===== config.mk =====
export PLATFORM = sky130hd
export DESIGN_NAME = hwmon_reading_converter_top
export DESIGN_NICKNAME = d
export VERILOG_FILES = /design/src/rtl/hrc_pkg.sv /design/src/rtl/hrc_flow.sv /design/src/rtl/hrc_decode.sv /design/src/rtl/hrc_div.sv /design/src/rtl/hrc_scale.sv /design/src/rtl/hwmon_reading_converter_top.sv
export SDC_FILE = /design/constraint.sdc
export NUM_CORES = 2
export LEC_CHECK = 0
export BUFFER_PORTS_ARGS = -buffer_cell sky130_fd_sc_hd__buf_2
export CAP_MARGIN = 20
export CORE_UTILIZATION = 49
export DETAILED_ROUTE_END_ITERATION = 10
export PLACE_DENSITY = 0.76
export SLEW_MARGIN = 20
export SYNTH_ARGS = -nofsm -noshare
export SYNTH_HDL_FRONTEND = slang
export SYNTH_SLANG_ARGS = --single-unit
export TNS_END_PERCENT = 5

===== constraint.sdc =====
create_clock -name clk_i -period 11.3 [get_ports clk_i]
set_input_delay 1.695 -clock clk_i [delete_from_list [all_inputs] [get_ports clk_i]]
set_output_delay 1.695 -clock clk_i [all_outputs]
set_load 0.05 [all_outputs]

===== src/rtl/hrc_pkg.sv =====
`timescale 1ns / 1ps
// ----------------------------------------------------------------------------
// hrc_pkg
// Shared types, constants and lookup functions for the reading converter.
// ----------------------------------------------------------------------------
package hrc_pkg;

  typedef enum logic [1:0] {
    CMD_TEMP  = 2'd0,
    CMD_VOLT  = 2'd1,
    CMD_FAN8  = 2'd2,
    CMD_FAN16 = 2'd3
  } cmd_e;

  localparam int REF_W       = 13;
  localparam int VALUE_W     = 31;
  localparam int DVS_W       = 17;   // divisor: up to twice a 16-bit count
  localparam int QUO_W       = 21;   // quotient bits of the constant dividend
  localparam int DIV_STEPS   = 3;    // quotient bits per divider stage
  localparam int DIV_STAGES  = QUO_W / DIV_STEPS;
  localparam int NUM_STAGES  = DIV_STAGES + 2;  // decode + divider + output
  localparam int MULA_W      = 14;
  localparam int FACT_W      = 13;

  localparam logic [REF_W-1:0] REF_RESET = 13'd4096;
  localparam logic [QUO_W-1:0] DIVIDEND  = 21'd1350000;
  localparam logic [31:0]      TEMP_MUL  = 32'd1000000;
  localparam logic [31:0]      TEMP_OFS  = 32'd273150000;
  localparam logic [31:0]      REF_MUL   = 32'd1000;

  // Decoded request, held in the first stage
  typedef struct packed {
    logic                     is_fan;
    logic                     div_run;
    logic [DVS_W-1:0]         divisor;
    logic signed [MULA_W-1:0] mul_a;
    logic [FACT_W-1:0]        factor;
    logic                     is_temp;
    logic                     neg;
    logic                     invalid;
    logic [7:0]               ndiv;
    logic                     dwrite;
  } dec_t;

  // Fields that travel alongside the arithmetic
  typedef struct packed {
    logic       is_fan;
    logic       div_run;
    logic       invalid;
    logic [7:0] ndiv;
    logic       dwrite;
  } side_t;

  // Resistor factor divided by ten; every factor is a multiple of ten
  function automatic logic [FACT_W-1:0] volt_factor(input logic [3:0] ch);
    logic [FACT_W-1:0] f;
    unique case (ch)
      4'd3, 4'd7: f = 13'd1680;
      4'd4:       f = 13'd4000;
      4'd5:       f = 13'd3100;
      4'd6:       f = 13'd5150;
      default:    f = 13'd1000;
    endcase
    return f;
  endfunction

endpackage


===== src/rtl/hrc_flow.sv =====
`timescale 1ns / 1ps
// ----------------------------------------------------------------------------
// hrc_flow
// Valid bits and per-stage load enables; bubbles collapse under stall.
// ----------------------------------------------------------------------------
module hrc_flow (
  input  logic                          clk_i,
  input  logic                          rst_ni,
  input  logic                          in_valid_i,
  input  logic                          out_stall_i,
  output logic [hrc_pkg::NUM_STAGES-1:0] en_o,
  output logic                          in_stall_o,
  output logic                          out_valid_o
);
  import hrc_pkg::*;

  logic [NUM_STAGES-1:0] valid_q, valid_d;

  // A stage loads when it is empty or the stage after it loads
  always_comb begin
    en_o[NUM_STAGES-1] = !valid_q[NUM_STAGES-1] || !out_stall_i;
    for (int k = NUM_STAGES - 2; k >= 0; k--) begin
      en_o[k] = !valid_q[k] || en_o[k+1];
    end
  end

  always_comb begin
    valid_d = valid_q;
    if (en_o[0]) begin
      valid_d[0] = in_valid_i;
    end
    for (int k = 1; k < NUM_STAGES; k++) begin
      if (en_o[k]) begin
        valid_d[k] = valid_q[k-1];
      end
    end
  end

  always_ff @(posedge clk_i or negedge rst_ni) begin
    if (!rst_ni) begin
      valid_q <= '0;
    end else begin
      valid_q <= valid_d;
    end
  end

  assign in_stall_o  = !en_o[0];
  assign out_valid_o = valid_q[NUM_STAGES-1];

endmodule


===== src/rtl/hrc_decode.sv =====
`timescale 1ns / 1ps
// ----------------------------------------------------------------------------
// hrc_decode
// First stage: sort the request by kind, build divisor and multiplier inputs.
// ----------------------------------------------------------------------------
module hrc_decode (
  input  logic                       clk_i,
  input  logic                       en_i,
  input  logic [1:0]                 command_i,
  input  logic [3:0]                 channel_i,
  input  logic [15:0]                raw_count_i,
  input  logic [7:0]                 divisor_byte_i,
  input  logic                       wide_count_i,
  input  logic [hrc_pkg::REF_W-1:0]  ref_mv_i,
  output hrc_pkg::dec_t              dec_o
);
  import hrc_pkg::*;

  dec_t        dec_d, dec_q;
  logic [7:0]  lo;
  logic [2:0]  shift;
  logic [15:0] cnt;
  logic [15:0] sat;
  logic [DVS_W-1:0] lo_ext;

  assign lo     = raw_count_i[7:0];
  assign lo_ext = {{(DVS_W-8){1'b0}}, lo};

  always_comb begin
    dec_d         = '0;
    dec_d.ndiv    = divisor_byte_i;
    shift         = '0;
    cnt           = wide_count_i ? raw_count_i : {8'h00, lo};
    sat           = wide_count_i ? 16'hffff : 16'h00ff;
    unique case (channel_i)
      4'd0:    shift = divisor_byte_i[2:0];
      4'd1:    shift = divisor_byte_i[5:3];
      default: shift = divisor_byte_i[6] ? 3'd3 : 3'd1;
    endcase
    unique case (cmd_e'(command_i))
      CMD_TEMP: begin
        dec_d.is_temp = 1'b1;
        dec_d.mul_a   = $signed({6'b0, lo});
      end
      CMD_VOLT: begin
        if (channel_i <= 4'd8) begin
          dec_d.neg    = (channel_i == 4'd5) || (channel_i == 4'd6);
          dec_d.factor = volt_factor(channel_i);
          dec_d.mul_a  = $signed({2'b00, lo, 4'b0000} -
                                 (dec_d.neg ? {1'b0, ref_mv_i} : 14'd0));
        end
      end
      CMD_FAN8: begin
        dec_d.is_fan = 1'b1;
        if (channel_i <= 4'd2) begin
          if (lo == 8'hff) begin
            dec_d.invalid = 1'b1;
            unique case (channel_i)
              4'd0:    dec_d.ndiv = {divisor_byte_i[7:3], divisor_byte_i[2:0] + 3'd1};
              4'd1:    dec_d.ndiv = {divisor_byte_i[7:6], divisor_byte_i[5:3] + 3'd1,
                                     divisor_byte_i[2:0]};
              default: dec_d.ndiv = divisor_byte_i ^ 8'h40;
            endcase
          end else if (lo != 8'h00) begin
            dec_d.div_run = 1'b1;
            dec_d.divisor = lo_ext << shift;
          end
        end
      end
      CMD_FAN16: begin
        dec_d.is_fan = 1'b1;
        if (channel_i <= 4'd2) begin
          if (cnt == sat) begin
            dec_d.invalid = 1'b1;
          end else if (cnt != 16'h0000) begin
            // 675000 / cnt is the same as 1350000 / (2 * cnt)
            dec_d.div_run = 1'b1;
            dec_d.divisor = {cnt, 1'b0};
          end
        end
      end
    endcase
    dec_d.dwrite = (dec_d.ndiv != divisor_byte_i);
  end

  always_ff @(posedge clk_i) begin
    if (en_i) begin
      dec_q <= dec_d;
    end
  end

  assign dec_o = dec_q;

endmodule


===== src/rtl/hrc_div.sv =====
`timescale 1ns / 1ps
// ----------------------------------------------------------------------------
// hrc_div
// Pipelined restoring divider of the constant 1350000 by a 17-bit divisor.
// ----------------------------------------------------------------------------
module hrc_div (
  input  logic                            clk_i,
  input  logic [hrc_pkg::DIV_STAGES-1:0]  en_i,
  input  logic [hrc_pkg::DVS_W-1:0]       divisor_i,
  output logic [hrc_pkg::QUO_W-1:0]       quotient_o
);
  import hrc_pkg::*;

  logic [DVS_W-1:0] rem_q [DIV_STAGES];
  logic [QUO_W-1:0] quo_q [DIV_STAGES];
  logic [DVS_W-1:0] dvs_q [DIV_STAGES];

  for (genvar s = 0; s < DIV_STAGES; s++) begin : g_stage
    logic [DVS_W-1:0] rem_in, rem_d, dvs_in;
    logic [QUO_W-1:0] quo_in, quo_d;
    logic [DVS_W:0]   trial;

    if (s == 0) begin : g_first
      assign rem_in = '0;
      assign quo_in = '0;
      assign dvs_in = divisor_i;
    end else begin : g_next
      assign rem_in = rem_q[s-1];
      assign quo_in = quo_q[s-1];
      assign dvs_in = dvs_q[s-1];
    end

    // Shift in one dividend bit per step and subtract where the divisor fits
    always_comb begin
      rem_d = rem_in;
      quo_d = quo_in;
      trial = '0;
      for (int k = 0; k < DIV_STEPS; k++) begin
        trial = {rem_d, DIVIDEND[QUO_W - 1 - s * DIV_STEPS - k]};
        if (trial >= {1'b0, dvs_in}) begin
          trial = trial - {1'b0, dvs_in};
          quo_d = {quo_d[QUO_W-2:0], 1'b1};
        end else begin
          quo_d = {quo_d[QUO_W-2:0], 1'b0};
        end
        rem_d = trial[DVS_W-1:0];
      end
    end

    always_ff @(posedge clk_i) begin
      if (en_i[s]) begin
        rem_q[s] <= rem_d;
        quo_q[s] <= quo_d;
        dvs_q[s] <= dvs_in;
      end
    end
  end

  assign quotient_o = quo_q[DIV_STAGES-1];

endmodule


===== src/rtl/hrc_scale.sv =====
`timescale 1ns / 1ps
// ----------------------------------------------------------------------------
// hrc_scale
// Multiply-add for temperature and voltage, delayed to match the divider.
// ----------------------------------------------------------------------------
module hrc_scale (
  input  logic                            clk_i,
  input  logic [hrc_pkg::DIV_STAGES-1:0]  en_i,
  input  hrc_pkg::dec_t                   dec_i,
  input  logic [hrc_pkg::REF_W-1:0]       ref_mv_i,
  output logic signed [hrc_pkg::VALUE_W-1:0] value_o
);
  import hrc_pkg::*;

  logic signed [20:0] mul_b;
  logic signed [34:0] prod_full;
  logic signed [31:0] prod_q;
  logic [31:0]        addc_d, addc_q;
  logic [31:0]        sum;
  logic signed [VALUE_W-1:0] line_q [1:DIV_STAGES-1];

  assign mul_b     = dec_i.is_temp ? 21'sd1000000 : $signed({8'b0, dec_i.factor});
  assign prod_full = dec_i.mul_a * mul_b;

  always_comb begin
    if (dec_i.is_temp) begin
      addc_d = TEMP_OFS;
    end else if (dec_i.neg) begin
      addc_d = 32'(ref_mv_i) * REF_MUL;
    end else begin
      addc_d = '0;
    end
  end

  assign sum = prod_q + addc_q;

  always_ff @(posedge clk_i) begin
    if (en_i[0]) begin
      prod_q <= prod_full[31:0];
      addc_q <= addc_d;
    end
    if (en_i[1]) begin
      line_q[1] <= $signed(sum[VALUE_W-1:0]);
    end
    for (int k = 2; k < DIV_STAGES; k++) begin
      if (en_i[k]) begin
        line_q[k] <= line_q[k-1];
      end
    end
  end

  assign value_o = line_q[DIV_STAGES-1];

endmodule


===== src/rtl/hwmon_reading_converter_top.sv =====
`timescale 1ns / 1ps
// ----------------------------------------------------------------------------
// hwmon_reading_converter_top
// Raw sensor reading to microkelvin, microvolts or rpm, fully pipelined.
// ----------------------------------------------------------------------------
// Throughput: one request per cycle while out_stall_i is low; the divider is
//   7 stages of 3 quotient bits each, one decode stage before it and the
//   output register after it.
// Reset: all stage valid bits clear; reference_mv returns to 4096 mV.
// Stall: a stalled output holds; empty stages ahead of it keep filling.
// ----------------------------------------------------------------------------
module hwmon_reading_converter_top (
  input  logic                              clk_i,
  input  logic                              rst_ni,
  // request channel
  input  logic                              in_valid_i,
  output logic                              in_stall_o,
  input  logic [1:0]                        command_i,
  input  logic [3:0]                        channel_i,
  input  logic [15:0]                       raw_count_i,
  input  logic [7:0]                        divisor_byte_i,
  input  logic                              wide_count_i,
  // result channel
  output logic                              out_valid_o,
  input  logic                              out_stall_i,
  output logic signed [hrc_pkg::VALUE_W-1:0] value_o,
  output logic                              invalid_o,
  output logic [7:0]                        new_divisor_byte_o,
  output logic                              divisor_write_o,
  // reference voltage register write
  input  logic                              cfg_valid_i,
  output logic                              cfg_ready_o,
  input  logic [hrc_pkg::REF_W-1:0]         cfg_data_i
);
  import hrc_pkg::*;

  logic [NUM_STAGES-1:0]      en;
  logic [REF_W-1:0]           ref_q;
  dec_t                       dec;
  logic [QUO_W-1:0]           quotient;
  logic signed [VALUE_W-1:0]  scale_val;
  side_t                      side_q [1:DIV_STAGES];
  side_t                      side_last;
  logic signed [VALUE_W-1:0]  value_q, value_d;
  logic                       invalid_q;
  logic [7:0]                 ndiv_q;
  logic                       dwrite_q;

  // Take a write in any cycle; the user must write only while no request is in
  // flight (not enforced): decode and scale stages read ref_q at different times
  assign cfg_ready_o = 1'b1;

  always_ff @(posedge clk_i or negedge rst_ni) begin
    if (!rst_ni) begin
      ref_q <= REF_RESET;
    end else if (cfg_valid_i && cfg_ready_o) begin
      ref_q <= cfg_data_i;
    end
  end

  // Stage valid bits and load enables
  hrc_flow u_flow (
    .clk_i       (clk_i),
    .rst_ni      (rst_ni),
    .in_valid_i  (in_valid_i),
    .out_stall_i (out_stall_i),
    .en_o        (en),
    .in_stall_o  (in_stall_o),
    .out_valid_o (out_valid_o)
  );

  // Stage 0: decode the request
  hrc_decode u_decode (
    .clk_i          (clk_i),
    .en_i           (en[0]),
    .command_i      (command_i),
    .channel_i      (channel_i),
    .raw_count_i    (raw_count_i),
    .divisor_byte_i (divisor_byte_i),
    .wide_count_i   (wide_count_i),
    .ref_mv_i       (ref_q),
    .dec_o          (dec)
  );

  // Stages 1..7: fan rpm division
  hrc_div u_div (
    .clk_i      (clk_i),
    .en_i       (en[DIV_STAGES:1]),
    .divisor_i  (dec.divisor),
    .quotient_o (quotient)
  );

  // Stages 1..7: temperature and voltage scaling, in step with the divider
  hrc_scale u_scale (
    .clk_i    (clk_i),
    .en_i     (en[DIV_STAGES:1]),
    .dec_i    (dec),
    .ref_mv_i (ref_q),
    .value_o  (scale_val)
  );

  // Carry the flags and divisor image alongside the arithmetic
  always_ff @(posedge clk_i) begin
    if (en[1]) begin
      side_q[1] <= '{is_fan:  dec.is_fan,  div_run: dec.div_run,
                     invalid: dec.invalid, ndiv:    dec.ndiv,
                     dwrite:  dec.dwrite};
    end
    for (int k = 2; k <= DIV_STAGES; k++) begin
      if (en[k]) begin
        side_q[k] <= side_q[k-1];
      end
    end
  end

  assign side_last = side_q[DIV_STAGES];

  // Pick the fan quotient or the scaled value; drop to zero when no divide ran
  always_comb begin
    if (side_last.is_fan) begin
      value_d = side_last.div_run ? $signed({{(VALUE_W-QUO_W){1'b0}}, quotient})
                                  : '0;
    end else begin
      value_d = scale_val;
    end
  end

  // Output register: hold while stalled
  always_ff @(posedge clk_i) begin
    if (en[NUM_STAGES-1]) begin
      value_q   <= value_d;
      invalid_q <= side_last.invalid;
      ndiv_q    <= side_last.ndiv;
      dwrite_q  <= side_last.dwrite;
    end
  end

  assign value_o            = value_q;
  assign invalid_o          = invalid_q;
  assign new_divisor_byte_o = ndiv_q;
  assign divisor_write_o    = dwrite_q;

endmodule


==> summary.txt <==
Logic synthesis
  – Synth unique cells: 94
  – Post-synth ARST share: under 10%
  – #FFs+latches synth: 720
  – Most frequent cell after synthesis: edfxtp_1
  – Synthesized instance count: ~4.8k
  – Avg Cell Area, Syn: 10.9 um^2
  – Multiplexer share of the synthesized area: 4.39%
  – Cell accounting for the most synthesized area: edfxtp_1
  – Synth warn: 0
  – Post-synthesis cell area: 52300 um^2
  – Synth Flop Type: edfxtp_1
  – Main area contributors after synthesis: edfxtp_1, ha_1, fa_1
  – Adder-cell share of the synthesized area: approximately a fifth
  – Xor and xnor area share after synthesis: 4.98%
  – Area share of the largest cell type after synthesis: 40.1%
  – Commonest cells in the netlist: edfxtp_1, ha_1, inv_1
  – Seq/Total Area, Yosys: around two fifths
  – Post-synth EDFFs: 698
  – Synth Area in Compound Gates: 12.9%
  – Synth Area in Simple Gates: 11.3%
  – Largest family of logic cells by synthesized area: adder cells

Clock network
  – Num CTS Buffers: 77
  – CTS tree: yes
  – Max clock buf depth: 3
  – Hold_buf cts: 0
  – Setup Fix Bufs, Post-CTS: 0
  – H-tree Lvls: 3
  – Clock root buffer master: clkbuf_16
  – Sink Count: 720
  – CTS clock-pin slew for the worst setup and hold paths: 0.06 ns
  – Worst skew pair latency: between 0.6 and 0.7 ns
  – PostCTS Resize Cnt: 0

Cells and area
  – Fin nets: 5678
  – Fill count: approximately 8.8k
  – Share of layout cells above drive strength 1: under 10%
  – Register area: ~22000 um^2
  – Synthesis-to-finish area growth: 8.96%
  – Multi-input gate area: 28600 um^2

Floorplan
  – Die Ht: about 330 um
  – Die width: 329 um
  – Die area: 108000 um^2
  – Row Count: 119
  – Initial core utilization: 49.5%
  – Core area: 106000 um^2
  – I/O Pins: 93

Critical path
  – Worst R2R Setup Slack: 1.86 ns
  – Worst Setup End Kind: flop
  – Worst r2r path cells: 30
  – Worst endpoint required time: 11.70 ns
  – CP Class: flop to flop
  – Largest fanout on the critical path: 25
  – RR Startpoint: u_div.dvs_q[3][11]
  – Arrival time worst endpoint: 9.85 ns
  – Setup crit start kind: flop
  – Max stage delay on crit path: 0.55 ns
  – Crit path max-delay cell type: a221oi_1
  – Worst reg2reg endpoint: u_div.rem_q[4][9]

Worst hold path
  – Hold depth: 0
  – Hold crit path type: flop to flop
  – Worst Min Path Start: side_q[0][31]
  – Min-Delay Endpoint: side_q[0][43]

Placement
  – Post-DP HPWL: 92.4 mm
  – Global placer's final weighted congestion: 0.929
  – Port bufs: 91

STA
  – Min Tclk post-route: 9.44 ns
  – RSZ-0062 raised after global routing: false
  – Final hold vios: 0
  – Max Fclk: 106 MHz
  – TNS Setup: 0 ns
  – Slew @ Worst Pin: roughly 1.0 ns
  – Final setup violation count: 0
  – Clk_skew: around 0.030 ns
  – Worst slew margin: 31.7%
  – Final slew viol count: 0
  – Fin crit share: between 80% and 90%

Routing
  – Routed Antenna Nets: 0
  – First DRT Iteration DRCs: 2560
  – Overall routed net length: about 120 mm
  – Vias per Instance: ~5.7
  – Pre-Repair DR Iteration Count: 9
  – Routed vias: 36.1k
  – Wirelength per Cell: 18.6 um
  – DRC viols: 12

Global routing
  – Gr usage total: 21.8%
  – Total gr overflow: 0
  – Largest net degree at the start of global routing: 82
  – Vias in the first global route: 35.8k
  – Global-route wire length before repair: 188 mm
  – Initial antenna violation count: 1

Outcome
  – Failing checks: design-rule violations
  – Outcome: complete, but fails checks

Flow run
  – Max-Cap Viols: 0
[registers in the layout, indices dropped and copies added, names as in the netlist]
register,flops
value_o,31
invalid_o,1
new_divisor_byte_o,8
u_scale.addc_q,21
divisor_write_o,1
u_scale.line_q,180
u_decode.dec_o,54
u_div.dvs_q,102
side_q,84
u_div.rem_q,102
ref_q,13
u_scale.prod_q,30
u_div.quo_q,84
u_flow.valid_q,9
[cell type report]
cell class | count | share of cell area (%)
diodes | 1 | 0.00439
repair buffers | 121 | 1.20
clock inverters | 49 | 0.982
flip-flops and latches | 720 | 37.8
well taps | 1391 | 3.06
clock buffers | 91 | 3.49
inverters | 495 | 3.28
multi-input cells | 3474 | 50.2
[logic make-up after synthesis]
kind of cell               count (synthesis)
muxes                                    208
buffers and inverters                    587
and+or+nand+nor                         1192
AOI/OAI and AO/OA                       1029
xor gates and xnor gates                 297
adders and majority gates                740
other                                      2
DFF                                      720
[metrics by stage]
step / area, um^2 / setup WS (ns) / hold WS [ns] / cells / util [%]
global placement: 54400 / 1.98 / 0.401 / 6201 / 51.5
CTS: 56900 / 1.86 / 0.394 / 6341 / 53.9
floorplan: 52300 / 2.44 / 0.400 / 4781 / -
detailed placement: 54400 / 1.87 / 0.405 / 6201 / 51.5
finish: 57000 / 1.86 / 0.401 / 6342 / 54.0
global route: 57000 / 1.05 / 0.411 / 6341 / 53.9
[worst max-delay path, delay by kind of cell (launching register included)]
family / cells / cell delay, ns
buf+inv: 4 / 1.06
flops: 1 / 0.45
mux: 2 / 0.74
compound gates: 18 / 5.09
simple gates: 3 / 0.79
fa+ha+maj: 3 / 1.03
[how the worst max path moves through the flow]
stage / slack [ns] / depth (start not counted) / start / endpoint
6_report: 1.86 / 30 / u_div.dvs_q[3][11] / u_div.rem_q[4][9]
5_1_grt: 1.05 / 31 / u_div.dvs_q[3][2] / u_div.rem_q[4][16]
4_1_cts: 1.86 / 31 / u_div.dvs_q[3][2] / u_div.rem_q[4][11]
3_5_place_dp: 1.87 / 31 / u_div.dvs_q[3][2] / u_div.rem_q[4][11]
3_3_place_gp: 1.98 / 31 / u_div.dvs_q[3][2] / u_div.rem_q[4][16]
2_1_floorplan: 2.44 / 6 / out_stall_i / in_stall_o
[layer usage]
metal  vias to the layer above  part of all wire [%]  GRT usage (%)
met1                     17400                    44           29.0
li1                      17400                     -              -
met5                         -                     0              0
met4                         0                   2.8           6.68
met3                       194                   5.6           2.92
met2                      1067                    48           36.8
[placed cells by master (no fill, tap or decap), types with 27 or more instances in the layout]
cell / synthesis / layout
a211oi_1: 40 / 40
or3_1: 30 / 30
xnor2_1: 214 / 214
inv_1: 488 / 485
nor2_1: 245 / 245
nor2b_1: 85 / 84
a21oi_1: 251 / 251
o21a_1: 79 / 79
nand2b_1: 66 / 66
buf_2: 11 / 91
nand4_1: 55 / 55
xor2_1: 83 / 83
mux2i_1: 39 / 39
clkbuf_16: 0 / 77
edfxtp_1: 698 / 698
nand2_1: 330 / 326
nor3_1: 80 / 80
o21bai_1: 40 / 40
nor4_1: 27 / 27
o31ai_1: 28 / 28
nand3_1: 76 / 74
o21ai_0: 241 / 241
fa_1: 227 / 227
a21o_1: 121 / 121
and2_1: 103 / 103
and3_1: 41 / 41
ha_1: 513 / 513
buf_4: 3 / 29
mux2_2: 168 / 168
Power is not shown: default switching activity piles up to over one toggle a cycle in this logic, so the estimate is an artifact.
